## config.mk

```make
export PLATFORM = sky130hd
export DESIGN_NAME = nmea_gga_position_parser
export DESIGN_NICKNAME = d
export VERILOG_FILES = /design/src/hw/rtl/ngp_pkg.sv /design/src/hw/rtl/nmea_gga_position_parser.sv
export VERILOG_INCLUDE_DIRS = /design/src /design/src/hw/rtl
export SDC_FILE = /design/constraint.sdc
export NUM_CORES = 2
export LEC_CHECK = 0
export BUFFER_PORTS_ARGS = -buffer_cell sky130_fd_sc_hd__buf_2
export CAP_MARGIN = 20
export CORE_ASPECT_RATIO = 0.7
export CORE_MARGIN = 8
export CORE_UTILIZATION = 50
export CTS_CLUSTER_DIAMETER = 50
export DETAILED_ROUTE_END_ITERATION = 6
export PLACE_DENSITY_LB_ADDON = 0.12
export SETUP_SLACK_MARGIN = 0.4
export SYNTH_ARGS = -nofsm -noshare
export SYNTH_HDL_FRONTEND = slang
export SYNTH_SLANG_ARGS = --single-unit
```

## constraint.sdc

```tcl
create_clock -name clock -period 25.6 [get_ports clock]
set_input_delay 2.56 -clock clock [delete_from_list [all_inputs] [get_ports clock]]
set_output_delay 2.56 -clock clock [all_outputs]
set_load 0.005 [all_outputs]
```

## src/hw/rtl/nmea_gga_position_parser_defines.svh

```systemverilog
// Assertion helpers shared by the parser RTL.
`ifndef NMEA_GGA_POSITION_PARSER_DEFINES_SVH
`define NMEA_GGA_POSITION_PARSER_DEFINES_SVH

// Same-cycle implication, checked outside reset.
`define NGP_ASSERT_NOW(label, clk, rst, ante, cons, msg) \
   label: assert property (@(posedge clk) disable iff (rst) (ante) |-> (cons)) else $error(msg);

// Next-cycle implication, checked outside reset.
`define NGP_ASSERT_NEXT(label, clk, rst, ante, cons, msg) \
   label: assert property (@(posedge clk) disable iff (rst) (ante) |=> (cons)) else $error(msg);

`endif

```

## src/hw/rtl/ngp_pkg.sv

```systemverilog
`default_nettype none

package ngp_pkg;

   // Character codes
   localparam logic [7:0] CHAR_NEWLINE = 8'h0A;
   localparam logic [7:0] CHAR_COMMA   = 8'h2C;
   localparam logic [7:0] CHAR_POINT   = 8'h2E;
   localparam logic [7:0] CHAR_ZERO    = 8'h30;
   localparam logic [7:0] CHAR_NINE    = 8'h39;

   // Line and number limits
   localparam int          FRAC_DIGITS_DEFAULT = 5;
   localparam logic [4:0]  MAX_FIELDS          = 5'd30;
   localparam logic [2:0]  HEADER_LEN          = 3'd6;
   localparam logic [2:0]  HEADER_POS_MAX      = 3'd7;
   localparam logic [4:0]  FIELD_LAT           = 5'd2;
   localparam logic [4:0]  FIELD_LON           = 5'd4;
   localparam logic [16:0] INT_SAT             = 17'd131071;
   localparam logic [30:0] OUT_SAT             = 31'h7FFF_FFFF;

   // Conversion constants
   localparam logic [23:0] E7        = 24'd10_000_000;
   localparam logic [17:0] RECIP100  = 18'd167_773;      // ceil(2^24 / 100)
   localparam logic [28:0] RECIP15   = 29'd286_331_154;  // ceil(2^32 / 15)

   // Control carried along the conversion pipeline
   typedef struct packed {
      logic conv;    // number of field 2 or 4 to convert
      logic is_lon;  // conversion targets longitude
      logic eol;     // line end
      logic hit;     // line end that yields a result
   } stage_ctl_type;

   // Expected character of the sentence header at a position
   function automatic logic [7:0] hdr_char(input logic [2:0] pos);
      logic [7:0] ch;
      case (pos)
         3'd0:    ch = 8'h24;  // $
         3'd1:    ch = 8'h47;  // G
         3'd2:    ch = 8'h50;  // P
         3'd3:    ch = 8'h47;  // G
         3'd4:    ch = 8'h47;  // G
         3'd5:    ch = 8'h41;  // A
         default: ch = 8'h00;
      endcase
      return ch;
   endfunction

   // Power of ten scaling a fraction to seven digits
   function automatic logic [23:0] pow10(input logic [2:0] exp);
      logic [23:0] p;
      case (exp)
         3'd0:    p = 24'd1;
         3'd1:    p = 24'd10;
         3'd2:    p = 24'd100;
         3'd3:    p = 24'd1000;
         3'd4:    p = 24'd10000;
         3'd5:    p = 24'd100000;
         3'd6:    p = 24'd1000000;
         default: p = 24'd10000000;
      endcase
      return p;
   endfunction

endpackage

`default_nettype wire

```

## src/hw/rtl/nmea_gga_position_parser.sv

```systemverilog
// Extracts latitude and longitude from GGA sentences of an NMEA 0183 byte stream. One
// character is accepted per cycle unless a result is held, with no gaps needed between lines.
// Each line end that closes a "$GPGGA" line with a comma-terminated header gives one
// result beat (latitude in bits 30:0, longitude in bits 61:31, both in 1e-7 degree,
// saturated, hemisphere ignored) once the newline has passed through the pipeline: one
// input register, one parse stage, four further conversion stages that turn
// ddmm.mmmmm into degrees with reciprocal multiplies, and the output register. Lines
// that do not match give no beat. While a result waits on rsp_tready the whole
// pipeline holds, so req_tready follows the output register.
`default_nettype none

`include "nmea_gga_position_parser_defines.svh"

module nmea_gga_position_parser #(
   parameter int FRAC_DIGITS = ngp_pkg::FRAC_DIGITS_DEFAULT
) (
   input  wire logic        clock,
   input  wire logic        reset,
   input  wire logic        req_tvalid,
   output logic             req_tready,
   input  wire logic [7:0]  req_tdata,   // [7:0] rx_byte
   output logic             rsp_tvalid,
   input  wire logic        rsp_tready,
   output logic [63:0]      rsp_tdata    // [30:0] latitude_e7, [61:31] longitude_e7, zero
);

   localparam int FRAC_W = $clog2(10 ** FRAC_DIGITS);
   localparam int FX_W   = FRAC_W + 4;
   localparam int FE_W   = FRAC_W + 24;

   // Pipeline advance
   logic adv;

   // Input register
   logic       in_vld_ff;
   logic [7:0] in_byte_ff;

   // Line and number state
   logic [4:0]        field_count_ff, field_count_in;
   logic [2:0]        header_pos_ff, header_pos_in;
   logic              header_ok_ff, header_ok_in;
   logic              line_nonempty_ff, line_nonempty_in;
   logic [16:0]       int_acc_ff, int_acc_in;
   logic [FRAC_W-1:0] frac_acc_ff, frac_acc_in;
   logic [2:0]        frac_cnt_ff, frac_cnt_in;
   logic              point_seen_ff, point_seen_in;
   logic              num_stop_ff, num_stop_in;
   logic [30:0]       lat_ff, lat_in;
   logic [30:0]       lon_ff, lon_in;

   // Conversion pipeline
   ngp_pkg::stage_ctl_type s1_ctl_ff, s1_ctl_in;
   ngp_pkg::stage_ctl_type s2_ctl_ff, s3_ctl_ff, s4_ctl_ff, s5_ctl_ff;
   logic [16:0]       s1_int_ff;
   logic [FRAC_W-1:0] s1_frac_ff;
   logic [2:0]        s1_cnt_ff;
   logic [16:0]       s2_int_ff;
   logic [10:0]       s2_q_ff;
   logic [23:0]       s2_fe7_ff;
   logic [6:0]        s3_rem_ff;
   logic [33:0]       s3_deg_ff;
   logic [23:0]       s3_fe7_ff;
   logic [33:0]       s4_deg_ff;
   logic [29:0]       s4_mins_ff;
   logic [33:0]       s5_deg_ff;
   logic [24:0]       s5_q60_ff;

   // Output register
   logic        rsp_tvalid_ff;
   logic [63:0] rsp_tdata_ff;

   // Parse stage helpers
   logic [7:0]      ch;
   logic            is_digit;
   logic [3:0]      digit;
   logic [20:0]     int_x10;
   logic [FX_W-1:0] frac_x10;

   // Conversion helpers
   logic [34:0]     q_prod;
   logic [FE_W-1:0] fe_prod;
   logic [16:0]     rem_full;
   logic [56:0]     q60_prod;
   logic [34:0]     total;
   logic [30:0]     total_sat;

   // Hold everything while a result waits
   assign adv        = !rsp_tvalid_ff || rsp_tready;
   assign req_tready = adv;
   assign rsp_tvalid = rsp_tvalid_ff;
   assign rsp_tdata  = rsp_tdata_ff;

   // Character decode and digit accumulate
   assign ch       = in_byte_ff;
   assign is_digit = (ch >= ngp_pkg::CHAR_ZERO) && (ch <= ngp_pkg::CHAR_NINE);
   assign digit    = 4'(ch - ngp_pkg::CHAR_ZERO);
   assign int_x10  = 21'(int_acc_ff) * 21'd10 + 21'(digit);
   assign frac_x10 = FX_W'(frac_acc_ff) * FX_W'(10) + FX_W'(digit);

   // Parse one character
   always_comb begin
      field_count_in   = field_count_ff;
      header_pos_in    = header_pos_ff;
      header_ok_in     = header_ok_ff;
      line_nonempty_in = line_nonempty_ff;
      int_acc_in       = int_acc_ff;
      frac_acc_in      = frac_acc_ff;
      frac_cnt_in      = frac_cnt_ff;
      point_seen_in    = point_seen_ff;
      num_stop_in      = num_stop_ff;
      s1_ctl_in        = '0;
      if (in_vld_ff) begin
         if (ch == ngp_pkg::CHAR_NEWLINE) begin
            s1_ctl_in.eol    = 1'b1;
            s1_ctl_in.hit    = line_nonempty_ff && header_ok_ff && (field_count_ff != 5'd0);
            field_count_in   = '0;
            header_pos_in    = '0;
            header_ok_in     = 1'b1;
            line_nonempty_in = 1'b0;
            int_acc_in       = '0;
            frac_acc_in      = '0;
            frac_cnt_in      = '0;
            point_seen_in    = 1'b0;
            num_stop_in      = 1'b0;
         end else begin
            line_nonempty_in = 1'b1;
            if (ch == ngp_pkg::CHAR_COMMA) begin
               // close the open field
               if (field_count_ff == 5'd0 && header_pos_ff != ngp_pkg::HEADER_LEN) begin
                  header_ok_in = 1'b0;
               end
               s1_ctl_in.conv   = (field_count_ff == ngp_pkg::FIELD_LAT) ||
                                  (field_count_ff == ngp_pkg::FIELD_LON);
               s1_ctl_in.is_lon = (field_count_ff == ngp_pkg::FIELD_LON);
               int_acc_in    = '0;
               frac_acc_in   = '0;
               frac_cnt_in   = '0;
               point_seen_in = 1'b0;
               num_stop_in   = 1'b0;
               if (field_count_ff < ngp_pkg::MAX_FIELDS) begin
                  field_count_in = field_count_ff + 5'd1;
               end
            end else begin
               // match the header text
               if (field_count_ff == 5'd0) begin
                  if (header_pos_ff >= ngp_pkg::HEADER_LEN ||
                      ngp_pkg::hdr_char(header_pos_ff) != ch) begin
                     header_ok_in = 1'b0;
                  end
                  if (header_pos_ff < ngp_pkg::HEADER_POS_MAX) begin
                     header_pos_in = header_pos_ff + 3'd1;
                  end
               end
               // accumulate the number
               if (!num_stop_ff) begin
                  if (is_digit) begin
                     if (!point_seen_ff) begin
                        int_acc_in = (int_x10 > 21'(ngp_pkg::INT_SAT)) ?
                                     ngp_pkg::INT_SAT : int_x10[16:0];
                     end else if (frac_cnt_ff < 3'(FRAC_DIGITS)) begin
                        frac_acc_in = frac_x10[FRAC_W-1:0];
                        frac_cnt_in = frac_cnt_ff + 3'd1;
                     end
                  end else if (ch == ngp_pkg::CHAR_POINT && !point_seen_ff) begin
                     point_seen_in = 1'b1;
                  end else begin
                     num_stop_in = 1'b1;
                  end
               end
            end
         end
      end
   end

   // Conversion arithmetic, one multiply per stage path
   assign q_prod   = 35'(s1_int_ff) * 35'(ngp_pkg::RECIP100);
   assign fe_prod  = FE_W'(s1_frac_ff) * FE_W'(ngp_pkg::pow10(3'd7 - s1_cnt_ff));
   assign rem_full = s2_int_ff - 17'(s2_q_ff) * 17'd100;
   assign q60_prod = 57'(s4_mins_ff[29:2]) * 57'(ngp_pkg::RECIP15);
   assign total    = 35'(s5_deg_ff) + 35'(s5_q60_ff);
   assign total_sat = (total > 35'(ngp_pkg::OUT_SAT)) ? ngp_pkg::OUT_SAT : total[30:0];

   // Write converted values, clear them at line end
   always_comb begin
      lat_in = lat_ff;
      lon_in = lon_ff;
      if (s5_ctl_ff.eol) begin
         lat_in = '0;
         lon_in = '0;
      end else if (s5_ctl_ff.conv) begin
         if (s5_ctl_ff.is_lon) begin
            lon_in = total_sat;
         end else begin
            lat_in = total_sat;
         end
      end
   end

   // Control registers
   always_ff @(posedge clock) begin
      if (reset) begin
         in_vld_ff        <= 1'b0;
         field_count_ff   <= '0;
         header_pos_ff    <= '0;
         header_ok_ff     <= 1'b1;
         line_nonempty_ff <= 1'b0;
         int_acc_ff       <= '0;
         frac_acc_ff      <= '0;
         frac_cnt_ff      <= '0;
         point_seen_ff    <= 1'b0;
         num_stop_ff      <= 1'b0;
         lat_ff           <= '0;
         lon_ff           <= '0;
         s1_ctl_ff        <= '0;
         s2_ctl_ff        <= '0;
         s3_ctl_ff        <= '0;
         s4_ctl_ff        <= '0;
         s5_ctl_ff        <= '0;
         rsp_tvalid_ff    <= 1'b0;
      end else if (adv) begin
         in_vld_ff        <= req_tvalid;
         field_count_ff   <= field_count_in;
         header_pos_ff    <= header_pos_in;
         header_ok_ff     <= header_ok_in;
         line_nonempty_ff <= line_nonempty_in;
         int_acc_ff       <= int_acc_in;
         frac_acc_ff      <= frac_acc_in;
         frac_cnt_ff      <= frac_cnt_in;
         point_seen_ff    <= point_seen_in;
         num_stop_ff      <= num_stop_in;
         lat_ff           <= lat_in;
         lon_ff           <= lon_in;
         s1_ctl_ff        <= s1_ctl_in;
         s2_ctl_ff        <= s1_ctl_ff;
         s3_ctl_ff        <= s2_ctl_ff;
         s4_ctl_ff        <= s3_ctl_ff;
         s5_ctl_ff        <= s4_ctl_ff;
         rsp_tvalid_ff    <= s5_ctl_ff.hit;
      end
   end

   // Payload registers
   always_ff @(posedge clock) begin
      if (adv) begin
         in_byte_ff <= req_tdata;
         s1_int_ff  <= int_acc_ff;
         s1_frac_ff <= frac_acc_ff;
         s1_cnt_ff  <= frac_cnt_ff;
         s2_int_ff  <= s1_int_ff;
         s2_q_ff    <= q_prod[34:24];
         s2_fe7_ff  <= fe_prod[23:0];
         s3_rem_ff  <= rem_full[6:0];
         s3_deg_ff  <= 34'(s2_q_ff) * 34'(ngp_pkg::E7);
         s3_fe7_ff  <= s2_fe7_ff;
         s4_deg_ff  <= s3_deg_ff;
         s4_mins_ff <= 30'(s3_rem_ff) * 30'(ngp_pkg::E7) + 30'(s3_fe7_ff);
         s5_deg_ff  <= s4_deg_ff;
         s5_q60_ff  <= q60_prod[56:32];
         if (s5_ctl_ff.hit) begin
            rsp_tdata_ff <= {2'b00, lon_ff, lat_ff};
         end
      end
   end

   // Checks
   `NGP_ASSERT_NEXT(a_hit_loads_rsp, clock, reset, adv && s5_ctl_ff.hit,
      rsp_tvalid_ff, "line hit did not produce a result beat")
   `NGP_ASSERT_NOW(a_ctl_exclusive, clock, reset, s5_ctl_ff.conv || s5_ctl_ff.hit,
      !(s5_ctl_ff.conv && s5_ctl_ff.eol) && (s5_ctl_ff.conv || s5_ctl_ff.eol),
      "conversion and line end overlap in one stage")
   `NGP_ASSERT_NOW(a_field_bound, clock, reset, 1'b1,
      field_count_ff <= ngp_pkg::MAX_FIELDS, "field count past its limit")
   `NGP_ASSERT_NOW(a_empty_line_clean, clock, reset, !line_nonempty_ff,
      field_count_ff == 5'd0 && header_pos_ff == 3'd0 && header_ok_ff,
      "empty line carries field state")

endmodule

`default_nettype wire

```

# Word-level counts from Yosys, hierarchy flattened
# Index checks and enable logic that the tools add are counted.
[totals]
out_inout_bits = 66
elab_cells = 193
input_bits = 12
reg_bits = 449
[classes]
mux = 58
addsub = 10
n_lt_le_gt_ge = 8
reduce_logical = 37
n_eq_ne = 24
mul = 8
[ops]
columns = ["operator", "count"]
rows = [
  ["two-way mux 31 bit", 7],
  ["two-way mux 17 bit", 12],
  ["case mux 24 bit (7 select lines)", 1],
  ["multiplier 28 x 28 -> 56 bit, second input constant", 1],
  ["adder 34 x 25 -> 35 bit", 1],
  ["> comparator 35 x 31 -> 1 bit, second input constant", 1],
  ["multiplier 17 x 18 -> 35 bit, second input constant", 1],
  ["two-way mux 8 bit", 4],
  ["adder 30 x 24 -> 30 bit", 1],
  ["two-way mux 3 bit", 10],
  ["case mux 7 bit (4 select lines)", 1],
  ["multiplier 11 x 17 -> 27 bit, second input constant", 1],
  ["multiplier 17 x 24 -> 24 bit", 1],
  ["multiplier 7 x 17 -> 23 bit, second input constant", 1],
  ["adder 21 x 4 -> 21 bit", 1],
  ["> comparator 21 x 17 -> 1 bit, second input constant", 1],
  ["multiplier 17 x 3 -> 20 bit, second input constant", 1],
  ["AND reduction 5 bit", 4],
  ["nonzero test 3 bit", 6],
  ["adder 17 x 4 -> 17 bit", 1],
  ["multiplier 17 x 3 -> 16 bit, second input constant", 1],
  ["equality test 8 x 6 -> 1 bit, second input constant", 2],
  ["two-way mux 1 bit", 16],
  ["equality test 3 bit, second input constant", 5],
  ["other kinds (36)", 64],
]

# Depth between registers and ports, before layout
[depth]
depth_word = 13
depth_mapped = 29
depth_no_buf = 25

# Worst setup path before layout
# OpenSTA, ideal clock, no wires.
[synth_timing]
path_type = "input to output"
startpoint = "input port rsp_tready"
endpoint = "output port req_tready"
t_required_ns = 23.040
n_path_buf = 3
stages = 5
arrival_time_ns = 10.030
setup_slack_ns = 13.010
path_cell_list = "nor2b_1 clkbuf_1 inv_1 clkbuf_1 clkbuf_1"
[synth_between]
elab_chain_cells = 1
[synth_rtl]
columns = ["element", "line", "source"]
rows = [
  ["start, declared", "nmea_gga_position_parser.sv:23", "input wire logic rsp_tready,"],
  ["logical OR 1 bit", "nmea_gga_position_parser.sv:88", "assign adv = !rsp_tvalid_ff || rsp_tready;"],
  ["end, declared", "nmea_gga_position_parser.sv:20", "output logic req_tready,"],
]
# Every way passes these cells.

# Worst setup path after layout
[layout_timing]
startpoint = "register s1_cnt_ff[1]"
endpoint = "register s2_fe7_ff[23], data pin"
[layout_between]
elab_chain_cells = 4
word_cells_on_any_way = 10
classes_between = "add/sub (1); mul (1); eq/ne (6); mux (1); reduce/logical (1)"
[layout_rtl]
columns = ["element", "line", "source"]
rows = [
  ["start, declared", "nmea_gga_position_parser.sv:56", "logic [2:0] s1_cnt_ff;"],
  ["start signal, assigned", "nmea_gga_position_parser.sv:248", "s1_cnt_ff <= frac_cnt_ff;"],
  ["subtractor 3 bit (*)", "nmea_gga_position_parser.sv:177", "assign fe_prod = FE_W'(s1_frac_ff) * FE_W'(ngp_pkg::pow10(3'd7 - s1_cnt_ff));"],
  ["equality test 3 bit, or another cell as far along", "ngp_pkg.sv:53", "case (exp)"],
  ["case mux 24 bit (7 select lines) (*)", "ngp_pkg.sv:53", ""],
  ["multiplier 17 x 24 -> 24 bit (*)", "nmea_gga_position_parser.sv:177", ""],
  ["net fe_prod[23]", "nmea_gga_position_parser.sv:81", "logic [FE_W-1:0] fe_prod;"],
  ["end signal, assigned", "nmea_gga_position_parser.sv:251", "s2_fe7_ff <= fe_prod[23:0];"],
  ["end, declared", "nmea_gga_position_parser.sv:59", "logic [23:0] s2_fe7_ff;"],
]
# Mark *: on every way through the listed nets, which the timed path passes. The rest lies on a longest branch.
# A chain may end at the register's enable or synchronous reset.

==> results by group <==
Worst setup path
  • Setup CP Type: flip-flop to flip-flop
  • CP endpoint kind: flip-flop
  • Critical Path Source Type: flip-flop
  • Worst path required time: 25.93 ns
  • Critical Path Slowest Stage Cell: edfxtp_1
  • Crit path cell chain: nand2_1, nor2_1, buf_4, a21o_1, nand2_1, fa_1, fa_1, fa_1, fa_1, inv_1, fa_1, inv_1, fa_1, inv_1, ha_1, o41ai_1, o2111a_1, nor3_1, a41o_1, nor2_1, a21oi_1, xnor2_1
  • Max incr delay on CP: 0.85 ns
  • Worst-path maximum fanout: 26
  • Cell repeated most along the worst path: fa_1
  • Data arrival, critical path: 7.79 ns

Detailed routing
  • Via count: 26770
  • Final wirelength: 87950 um
  • 1st-iter DRT viols: 1694
  • Drt drc: 0
  • Antenna Violating Nets Remaining: 0
  • WL/cell: 16.57 um
  • First-pass detailed-route iteration total: 5
  • Vias per cell: 5.043

Timing
  • Setup TNS: 0 ns
  • Count of final hold-check violations: 0
  • Max Freq: 0.1341 GHz
  • Worst slew pin tran: 0.9392 ns
  • Clock Skew: 0.05845 ns
  • Final setup viols: 0
  • Post-layout min period: 7.459 ns
  • RSZ-0062 raised after global routing: false
  • Max-slew headroom: 37.39%
  • Fin crit share: 29.14%
  • Max-slew violation count: 0
  • Final Hold Slack: 0.3847 ns

Clocking
  • Hold buffer count at CTS: 0
  • CTS sink count: 443
  • Clk Latency, worst-skew pair: 0.64 ns
  • Root Driver: clkbuf_16
  • TritonCTS clock tree: done
  • Clk pin slew, worst setup/hold paths: 0.06 ns
  • Clock buffer depth: 3
  • CTS buffer count: 48
  • Post-CTS Setup Inserts: 0
  • CTS HTree Levels: 2
  • Cells resized by post-CTS repair: 0

Min path
  • Min-Delay Path Class: flip-flop to flip-flop

Synth
  • Top cell type's share of synthesized area: 22.04%
  • Synth area leader: fa_1
  • Cell variety after synth: 79
  • Synth Instances: 4062
  • Seq/Total Area, Yosys: 28.10%
  • Asr flop ratio synth: 0%
  • Synth Cell Area: 0.04260 mm2
  • Post-synth top flop: edfxtp_1
  • YS warnings: 0
  • Syn avg cell area: 10.49 um2
  • Count leader, synth: inv_1
  • Top cells by count, synth: 844 x inv_1, 686 x ha_1, 469 x fa_1
  • Post-synth EDFFs: 310
  • Post-synthesis register bit count: 443
  • Top area cells in the synthesized netlist: fa_1 22%, edfxtp_1 22%, ha_1 20%, inv_1 7.4%, dfxtp_1 6.3%

Place
  • RD Place Congestion: 0.8971
  • Final HPWL DP: 71540 um
  • # port buffers: 75

Job
  • MaxCap Viol Count: 0

Global routing
  • First-pass GRT wire length: 144500 um
  • Vias in the first global route: 27220
  • Grt total ovfl: 0
  • Pin count of the biggest net entering global routing: 81
  • Total track usage: 18.76%
  • Initial antenna violation count: 1

Finish
  • Filler cell count: 7519
  • Register area: 0.01197 mm2
  • Final nets: 5298
  • Antenna cells: 0
  • Multi-input gate area: 0.02714 mm2
  • Layout cell share with drive strength beyond 1: 5.346%
  • Synth-to-Final Area Change: 7.737%
  • Final Util: 54.44%

Power
  • Total power: 0.003394 W
  • Peak VDD IR: 166.6 uV
  • Pwr Density: 73.96 mW/mm2
  • Pleak: 23.49 nW

Floorplanning
  • Die X: 364.9 um
  • Top-level I/O count: 78
  • Die span in y: 260.2 um
  • Starting Density: 50.53%
  • Row cnt: 89
  • Die area: 0.09494 mm2
  • Core footprint: 0.08430 mm2

Run status
  • Status: finished, final reports clean
[logic make-up after synthesis]
family | after synthesis | share of synthesized area, %
AND/OR/NAND/NOR | 811 | 9.405
XOR/XNOR | 201 | 4.133
adder cells (fa/ha/maj) | 1155 | 42.19
buffers and inverters | 923 | 8.254
AO/OA/AOI/OAI | 523 | 7.784
flip-flops | 443 | 28.10
other | 1 | 0.008803
multiplexers | 5 | 0.1234
[where the power goes]
group          switching, W  internal, W
registers         0.0000616     0.000870
logic              0.000985     0.000780
clock network      0.000305     0.000393
total               0.00135      0.00204
[layer usage]
metal | GRT usage (%) | routed length [um]
met5 | 0 | 0
met4 | 3.093 | 1229
met3 | 3.564 | 5067
met2 | 26.63 | 34790
met1 | 29.79 | 46870
[metrics by stage]
stage               instance area (um2)  instances  worst slack, ns
floorplan                         42610       4064            13.01
global placement                  44220       5215            18.36
detailed placement                44230       5216            18.25
CTS                               45860       5306            18.21
global route                      45890       5308            17.71
finish                            45890       5308            18.14
[placed cells by master (no fill, tap or decap), types with 15 or more instances in the layout]
cell type,n
inv_1,843
ha_1,686
fa_1,469
edfxtp_1,310
nand2_1,287
a21oi_1,159
xnor2_1,153
nor2_1,150
dfxtp_1,133
and2_1,97
o21ai_0,90
buf_2,75
nand3_1,52
a21o_1,48
xor2_1,48
clkbuf_16,48
nor3_1,44
o21ai_1,40
o21a_1,33
a211oi_1,30
and3_1,28
nand2b_1,25
nor2b_1,24
nor2_4,18
buf_4,18
or3_1,15
[final cells by class]
type / count / share of cell area, %
sequential: 443 / 26.09
tap: 1137 / 3.100
multi-input combinational: 2698 / 59.13
inverter: 844 / 6.919
clock buffer: 58 / 2.743
timing repair buffer: 96 / 1.216
clock inverter: 32 / 0.8043
[worst max-delay path, delay by kind of cell (launching register included)]
kind	cells	cell delay, ns
adder cells (fa/ha/maj)	7	3.29
AO/OA/AOI/OAI	5	1.87
flip-flops	1	0.85
buffers and inverters	4	0.38
AND/OR/NAND/NOR	5	0.65
XOR/XNOR	1	0.13
[final timing paths]
path,start,to,slack (ns),cells after the start
min reg2reg,lat_ff[3],rsp_tdata[3],0.38,0
max reg2reg,s1_cnt_ff[1],s2_fe7_ff[23],18.14,22
max,s1_cnt_ff[1],s2_fe7_ff[23],18.14,22
min,lat_ff[3],rsp_tdata[3],0.38,0
[state kept, by name, summed over array words and instances, names as in the netlist, 22 cells and up]
| signal | count |
|---|---|
| lat_ff | 31 |
| lon_ff | 31 |
| rsp_tdata | 62 |
| s2_fe7_ff | 22 |
| s3_deg_ff | 27 |
| s3_fe7_ff | 22 |
| s4_deg_ff | 27 |
| s4_mins_ff | 28 |
| s5_deg_ff | 27 |
| s5_q60_ff | 25 |
(Power assumes the default switching activity.)
